==> config.mk <==
export PLATFORM = sky130hd
export DESIGN_NAME = token_bucket_shaper_unit
export DESIGN_NICKNAME = d
export VERILOG_FILES = /design/src/hdl/tbs_pkg.sv /design/src/hdl/tbs_ram.sv /design/src/hdl/token_bucket_shaper_unit.sv
export SDC_FILE = /design/constraint.sdc
export NUM_CORES = 2
export LEC_CHECK = 0
export BUFFER_PORTS_ARGS = -buffer_cell sky130_fd_sc_hd__buf_4
export CAP_MARGIN = 20
export CORE_ASPECT_RATIO = 0.75
export CORE_UTILIZATION = 45
export DETAILED_ROUTE_END_ITERATION = 12
export GPL_ROUTABILITY_DRIVEN = 0
export PLACE_DENSITY = 0.63
export SLEW_MARGIN = 5
export SYNTH_ARGS = -nofsm -noshare
export SYNTH_HDL_FRONTEND = slang
export SYNTH_SLANG_ARGS = --single-unit
==> constraint.sdc <==
create_clock -name clk -period 7.8 [get_ports clk]
set_input_delay 0.78 -clock clk [delete_from_list [all_inputs] [get_ports clk]]
set_output_delay 0.78 -clock clk [all_outputs]
set_load 0.05 [all_outputs]
==> src/hdl/tbs_pkg.sv <==
package tbs_pkg;

	localparam int QUEUE_DEPTH_DEF = 64;

	localparam int RATE_W  = 20;
	localparam int DEPTH_W = 24;
	localparam int LIMIT_W = 7;
	localparam int BYTES_W = 14;
	localparam int TAG_W   = 16;
	localparam int ENTRY_W = TAG_W + BYTES_W;
	localparam int BITS_W  = BYTES_W + 3;
	localparam int PADDR_W = 4;
	localparam int PDATA_W = 32;

	localparam logic [1:0] REG_RATE  = 2'd0;
	localparam logic [1:0] REG_DEPTH = 2'd1;
	localparam logic [1:0] REG_LIMIT = 2'd2;

	localparam logic [1:0] VERDICT_FWD  = 2'd0;
	localparam logic [1:0] VERDICT_QUE  = 2'd1;
	localparam logic [1:0] VERDICT_DROP = 2'd2;
	localparam logic [1:0] VERDICT_REL  = 2'd3;

	localparam logic REQ_PKT  = 1'b0;
	localparam logic REQ_TICK = 1'b1;

	typedef enum logic [1:0] {
		ST_IDLE = 2'b01,
		ST_EXEC = 2'b10
	} tbs_state_t;

endpackage

==> src/hdl/tbs_ram.sv <==
module tbs_ram #(
	parameter int WIDTH = 30,
	parameter int DEPTH = 64,
	parameter int AW    = (DEPTH > 1) ? $clog2(DEPTH) : 1
) (
	input  logic             clk,
	input  logic             we,
	input  logic [AW-1:0]    waddr,
	input  logic [WIDTH-1:0] wdata,
	input  logic [AW-1:0]    raddr,
	output logic [WIDTH-1:0] rdata
);

	logic [WIDTH-1:0] mem [DEPTH];

	always_ff @(posedge clk) begin
		if (we) begin
			mem[waddr] <= wdata;
		end
		rdata <= mem[raddr];
	end

endmodule

==> src/hdl/token_bucket_shaper_unit.sv <==
// channel  | handshake           | payload
// ---------+---------------------+-------------------------------
// input    | in_valid / in_stall | req_type, pkt_bytes, pkt_tag
// output   | out_valid/out_stall | verdict, out_tag, out_bytes
// config   | APB write/read      | rate, depth, limit registers
//
// Per transaction, accept registers the item and reads the queue head from the wait RAM;
// a following update step then updates tokens, pointers and the RAM.
// The update cycle holds while a previous result sits unaccepted in the output register.
// Reset clears tokens, pointers, counts and registers; the wait RAM is not cleared.
module token_bucket_shaper_unit #(
	parameter int QUEUE_DEPTH = tbs_pkg::QUEUE_DEPTH_DEF
) (
	input  logic                          clk,
	input  logic                          arst_n,
	input  logic                          in_valid,
	output logic                          in_stall,
	input  logic                          req_type,
	input  logic [tbs_pkg::BYTES_W-1:0]   pkt_bytes,
	input  logic [tbs_pkg::TAG_W-1:0]     pkt_tag,
	output logic                          out_valid,
	input  logic                          out_stall,
	output logic [1:0]                    verdict,
	output logic [tbs_pkg::TAG_W-1:0]     out_tag,
	output logic [tbs_pkg::BYTES_W-1:0]   out_bytes,
	input  logic                          psel,
	input  logic                          penable,
	input  logic                          pwrite,
	input  logic [tbs_pkg::PADDR_W-1:0]   paddr,
	input  logic [tbs_pkg::PDATA_W-1:0]   pwdata,
	output logic [tbs_pkg::PDATA_W-1:0]   prdata,
	output logic                          pready
);
	import tbs_pkg::*;

	localparam int PTR_W = (QUEUE_DEPTH > 1) ? $clog2(QUEUE_DEPTH) : 1;
	localparam int CNT_W = $clog2(QUEUE_DEPTH + 1);
	localparam int LIM_W = (CNT_W > LIMIT_W) ? CNT_W : LIMIT_W;
	localparam logic [PTR_W-1:0] PTR_LAST = PTR_W'(QUEUE_DEPTH - 1);
	localparam logic [LIM_W-1:0] LIM_MAX  = LIM_W'(QUEUE_DEPTH);

	logic [RATE_W-1:0]  rate_q;
	logic [DEPTH_W-1:0] depth_q;
	logic [LIMIT_W-1:0] limit_q;

	tbs_state_t state_q;

	logic               req_q;
	logic [BYTES_W-1:0] bytes_q;
	logic [TAG_W-1:0]   tag_q;

	logic [DEPTH_W-1:0] tokens_q;
	logic               started_q;
	logic [PTR_W-1:0]   head_q;
	logic [PTR_W-1:0]   tail_q;
	logic [CNT_W-1:0]   count_q;

	logic               out_valid_q;
	logic [1:0]         verdict_q;
	logic [TAG_W-1:0]   out_tag_q;
	logic [BYTES_W-1:0] out_bytes_q;

	logic [ENTRY_W-1:0] ram_rdata;
	logic               wr_cfg;
	logic               accept;
	logic               go;

	logic [DEPTH_W-1:0] tok0;
	logic [DEPTH_W:0]   tok_sum;
	logic [DEPTH_W-1:0] tok_tick;
	logic [DEPTH_W-1:0] tok_clamp;
	logic [DEPTH_W-1:0] head_bits;
	logic [DEPTH_W-1:0] pkt_bits;
	logic [LIM_W-1:0]   limit_eff;
	logic [LIM_W-1:0]   count_ext;

	logic [DEPTH_W-1:0] tokens_n;
	logic               push;
	logic               pop;
	logic               res_v;
	logic [1:0]         res_verdict;
	logic [TAG_W-1:0]   res_tag;
	logic [BYTES_W-1:0] res_bytes;

	assign pready = 1'b1;
	assign wr_cfg = psel & penable & pwrite;

	always_comb begin
		case (paddr[3:2])
			REG_RATE:  prdata = PDATA_W'(rate_q);
			REG_DEPTH: prdata = PDATA_W'(depth_q);
			REG_LIMIT: prdata = PDATA_W'(limit_q);
			default:   prdata = '0;
		endcase
	end

	always_ff @(posedge clk or negedge arst_n) begin
		if (!arst_n) begin
			rate_q  <= '0;
			depth_q <= '0;
			limit_q <= '0;
		end else if (wr_cfg) begin
			case (paddr[3:2])
				REG_RATE:  rate_q  <= pwdata[RATE_W-1:0];
				REG_DEPTH: depth_q <= pwdata[DEPTH_W-1:0];
				REG_LIMIT: limit_q <= pwdata[LIMIT_W-1:0];
				default: ;
			endcase
		end
	end

	assign in_stall = (state_q != ST_IDLE);
	assign accept   = in_valid & ~in_stall;
	assign go       = (state_q == ST_EXEC) & (~out_valid_q | ~out_stall);

	tbs_ram #(
		.WIDTH(ENTRY_W),
		.DEPTH(QUEUE_DEPTH),
		.AW   (PTR_W)
	) u_wait_ram (
		.clk  (clk),
		.we   (go & push),
		.waddr(tail_q),
		.wdata({tag_q, bytes_q}),
		.raddr(head_q),
		.rdata(ram_rdata)
	);

	assign limit_eff = (LIM_W'(limit_q) > LIM_MAX) ? LIM_MAX : LIM_W'(limit_q);
	assign count_ext = LIM_W'(count_q);

	assign tok0      = started_q ? tokens_q : depth_q;
	assign tok_sum   = {1'b0, tok0} + (DEPTH_W + 1)'(rate_q);
	assign tok_tick  = (tok_sum > {1'b0, depth_q}) ? depth_q : tok_sum[DEPTH_W-1:0];
	assign tok_clamp = (tok0 > depth_q) ? depth_q : tok0;
	assign head_bits = DEPTH_W'({ram_rdata[BYTES_W-1:0], 3'b000});
	assign pkt_bits  = DEPTH_W'({bytes_q, 3'b000});

	always_comb begin
		tokens_n    = tok0;
		push        = 1'b0;
		pop         = 1'b0;
		res_v       = 1'b0;
		res_verdict = VERDICT_DROP;
		res_tag     = tag_q;
		res_bytes   = bytes_q;
		if (req_q == REQ_TICK) begin
			tokens_n  = tok_tick;
			res_tag   = ram_rdata[ENTRY_W-1:BYTES_W];
			res_bytes = ram_rdata[BYTES_W-1:0];
			if (count_q != '0 && tok_tick >= head_bits) begin
				tokens_n    = tok_tick - head_bits;
				pop         = 1'b1;
				res_v       = 1'b1;
				res_verdict = VERDICT_REL;
			end
		end else if (count_q != '0) begin
			res_v = 1'b1;
			if (count_ext < limit_eff) begin
				push        = 1'b1;
				res_verdict = VERDICT_QUE;
			end
		end else begin
			res_v    = 1'b1;
			tokens_n = tok_clamp;
			if (tok_clamp >= pkt_bits) begin
				tokens_n    = tok_clamp - pkt_bits;
				res_verdict = VERDICT_FWD;
			end else if (limit_eff != '0) begin
				push        = 1'b1;
				res_verdict = VERDICT_QUE;
			end
		end
	end

	always_ff @(posedge clk) begin
		if (accept) begin
			req_q   <= req_type;
			bytes_q <= pkt_bytes;
			tag_q   <= pkt_tag;
		end
		if (go && res_v) begin
			verdict_q   <= res_verdict;
			out_tag_q   <= res_tag;
			out_bytes_q <= res_bytes;
		end
	end

	always_ff @(posedge clk or negedge arst_n) begin
		if (!arst_n) begin
			state_q     <= ST_IDLE;
			tokens_q    <= '0;
			started_q   <= 1'b0;
			head_q      <= '0;
			tail_q      <= '0;
			count_q     <= '0;
			out_valid_q <= 1'b0;
		end else begin
			case (state_q)
				ST_IDLE: begin
					if (accept) begin
						state_q <= ST_EXEC;
					end
				end
				ST_EXEC: begin
					if (go) begin
						state_q <= ST_IDLE;
					end
				end
				default: state_q <= ST_IDLE;
			endcase

			if (go) begin
				tokens_q  <= tokens_n;
				started_q <= 1'b1;
				if (push) begin
					tail_q  <= (tail_q == PTR_LAST) ? '0 : tail_q + 1'b1;
					count_q <= count_q + 1'b1;
				end
				if (pop) begin
					head_q  <= (head_q == PTR_LAST) ? '0 : head_q + 1'b1;
					count_q <= count_q - 1'b1;
				end
			end

			if (go && res_v) begin
				out_valid_q <= 1'b1;
			end else if (out_valid_q && !out_stall) begin
				out_valid_q <= 1'b0;
			end
		end
	end

	assign out_valid = out_valid_q;
	assign verdict   = verdict_q;
	assign out_tag   = out_tag_q;
	assign out_bytes = out_bytes_q;

endmodule

==> out/metrics.yaml <==
clock_tree:
  cts_buffers: 198
  clkTransAtPathRegs_ns: 0.06
  cts_tree: "done"
  numClockSinks: 2111
  cts_root_buffer: "clkbuf_16"
  htree_levels: 4
  cts.path.max_buffers: 3
  clk_latency_ns: 0.87
synth:
  synth_compound_area_frac: 0.0294
  netlist_area_mm2: 0.0858
  synth-edff-count: 1983
  synth_fa_ha_area_frac: 0.0160
  async_flop_share: 0.0464
  synth_area_per_cell_um2: 20.3
  synth_xor_area_frac: 0.00582
  synth_top_family_by_area: "multiplexers"
  synth_seq_area_share: 0.729
  muxShareOfSynthArea: 0.178
  synth-seq-cells: 2111
  yosys_warnings: 0
  synthSimpleGateAreaFrac: 0.0274
  ys.flop_type: "edfxtp_1"
  synth_cells: 4227
  synthDistinctLibCells: 90
placed_design:
  hpwl_mm: 141
  io_buffers: 121
global_routing:
  grt_pass1_vias: 44300
  grt_max_degree: 127
  antenna_found_initial: 18
  grt.overflow.total: 0
  track_usage: 0.238
  grt_pass1_wl_mm: 325
timing:
  rsz0062_at_grt: "true"
  max_freq_ghz: 0.132
  relSlewSlack: 0.256
  worstMarginPinSlew_ns: 1.12
  hold_ws_ns: 0.0951
  final.min_clock_period_ns: 7.60
  hold_viol: 0
  final.setup_skew_ns: 0.0678
  final.setup.tns_ns: 0
  report.final.slew_viol_count: 0
  post-route-period-util: 0.974
  finalSetupViolations: 0
route:
  via_count: 45100
  ant_nets: 0
  drt-initial-drc-count: 5859
  dr.pass1.iters: 8
  routed_wl_mm: 230
  via_per_inst: 6.04
  drc: 0
  wl_per_cell_um: 30.8
critical_path:
  worst_path_largest_cell_delay_ns: 0.49
  crit_top_cell: "a21o_1"
  crit_fanout: 11
  cp-end-kind: "flop"
  slowest_stage: "dfrtp_2"
  arrival_ns: 8.32
  cp.required_ns: 8.52
  worstSetupStartpointType: "flop"
  crit_type: "reg2reg"
finish:
  layout-drive-gt1-share: 0.344
  multi_input_area_mm2: 0.0229
  fill_cells: 14500
  area.growth.synth_to_final_pct: 18.0
  nets: 4948
  register_area_mm2: 0.0626
floorplanning:
  core_area_mm2: 0.189
  num_rows: 138
  pin_count: 141
  dieArea_mm2: 0.193
  initial_utilization: 0.454
  die_height_um: 380
  die_width_um: 506
pwr:
  power_density_mw_per_mm2: 317
  p_leak_nw: 32.4
  ir_drop_mv: 0.230
status:
  status: "complete, no violations"
hold_path:
  hold_class: "in2reg"
run:
  cap_violations: 0
==> per-stage QoR <==
stage	total power, W	utilization	instances	setup slack (ns)	instance area, um^2
floorplan	0.0186	-	4234	0.0214	85900
global placement	0.0218	0.498	7064	-0.381	94100
detailed placement	0.0219	0.498	7064	-0.499	94100
CTS	0.0318	0.533	7445	0.0567	101000
global route	0.0334	0.536	7466	-0.0808	101000
finish	0.0321	0.536	7467	0.199	101000
==> power breakdown <==
group / leakage [nW] / internal [W] / switching (W)
Combinational: 9.93 / 0.00425 / 0.00520
Sequential: 19.3 / 0.0126 / 0.000201
Clock: 3.21 / 0.00558 / 0.00426
==> layer usage <==
metal / part of all wire / vias up / track usage
li1: - / 18600 / -
met1: 0.43 / 24100 / 0.363
met5: 0 / - / 0
met4: 0.016 / 0 / 0.0475
met3: 0.10 / 242 / 0.0562
met2: 0.45 / 2165 / 0.349
==> sequential cells by signal (all words and copies together), names as in the netlist, 14 cells and up <==
signal            count
out_bytes            14
tag_q                16
bytes_q              14
out_tag              16
u_wait_ram.mem     1920
u_wait_ram.rdata     30
rate_q               20
tokens_q             24
depth_q              24
==> logic make-up (layout without fill, tap and decap cells) <==
group	after synthesis	in the layout
flops	2111	2111
fa+ha+maj	108	108
xor+xnor	57	57
simple gates	500	502
buf+inv	301	1008
compound gates	419	419
other cells	2	13
mux	729	729
==> final cells by class <==
class | instances | share of cell area
clock inverters | 123 | 0.0133
flip-flops and latches | 2111 | 0.618
well taps | 2520 | 0.0311
inverters | 75 | 0.00280
repair buffers | 556 | 0.0561
clock buffers | 254 | 0.0521
multi-input cells | 1824 | 0.226
diodes | 4 | 0.0000988
==> cells in the final DEF, fill, tap and decap left out, types with 14 or more instances in the layout <==
cell and n:
dfxtp_1 30, bufinv_16 23, dfrtp_1 90, xor2_1 20, clkinv_1 40, nor2_1 87, nand2_1 156, edfxtp_1 1983
a21o_1 22, buf_4 435, clkinv_2 31, nand4_1 17, a21oi_1 102, o21ai_1 19, buf_12 116, xnor2_1 32
clkbuf_16 203, a211oi_1 14, nor3_1 31, inv_1 72, nand3_1 34, clkbuf_1 48, mux2i_1 33, mux2_2 59
and3_1 14, ha_1 96, mux4_2 630, nor2_4 69, o21ai_0 129
==> synthesized netlist by cell type, drive strengths merged (14+ instances only) <==
cell type  number  share of area
edfxtp       1983           0.69
mux4          630           0.17
nand2         160         0.0070
nor2          156         0.0071
o21ai         156         0.0092
clkbuf        153         0.0067
a21oi         116         0.0069
ha            105          0.015
dfrtp          97          0.028
inv            74         0.0033
buf            73         0.0040
mux2           63         0.0083
nor3           37         0.0023
mux2i          36         0.0043
nand3          34         0.0020
xnor2          34         0.0035
dfxtp          30         0.0070
xor2           23         0.0023
a21o           22         0.0019
nand4          18         0.0014
a211oi         17         0.0015
and3           14         0.0010
nor2b          14         0.0010
==> worst max-delay path: cells and delay by family (launching register included) <==
kind,cells,cell delay [ns]
buf+inv,2,0.34
flops,1,0.49
simple gates,12,2.04
xor+xnor,3,0.43
fa+ha+maj,5,1.26
mux,2,0.68
compound gates,13,2.24
==> worst paths after layout <==
| check | from | to | slack [ns] | cells past startpoint |
|---|---|---|---|---|
| max in group asynchronous | arst_n | head_q[3] | 5.92 | 3 |
| hold reg to reg | tokens_q[0] | tokens_q[0] | 0.48 | 2 |
| setup reg to reg | started_q | count_ext[6] | 0.20 | 37 |
| min in group asynchronous | arst_n | rate_q[18] | 0.54 | 2 |
| setup / recovery | started_q | count_ext[6] | 0.20 | 37 |
| hold / removal | pkt_tag[4] | tag_q[4] | 0.1 | 1 |
==> what timing repair did <==
item / CTS / global route
hold buffers: 1 / 0
gates cloned: 0 / 4
gates resized for setup: 24 / 67
endpoints found under the setup margin: 6 / 1238
pin swaps: 17 / 50
setup buffers: 4 / 14
endpoints found under the hold margin: 35 / 0
No activity file was read; power rests on OpenSTA's default activity.
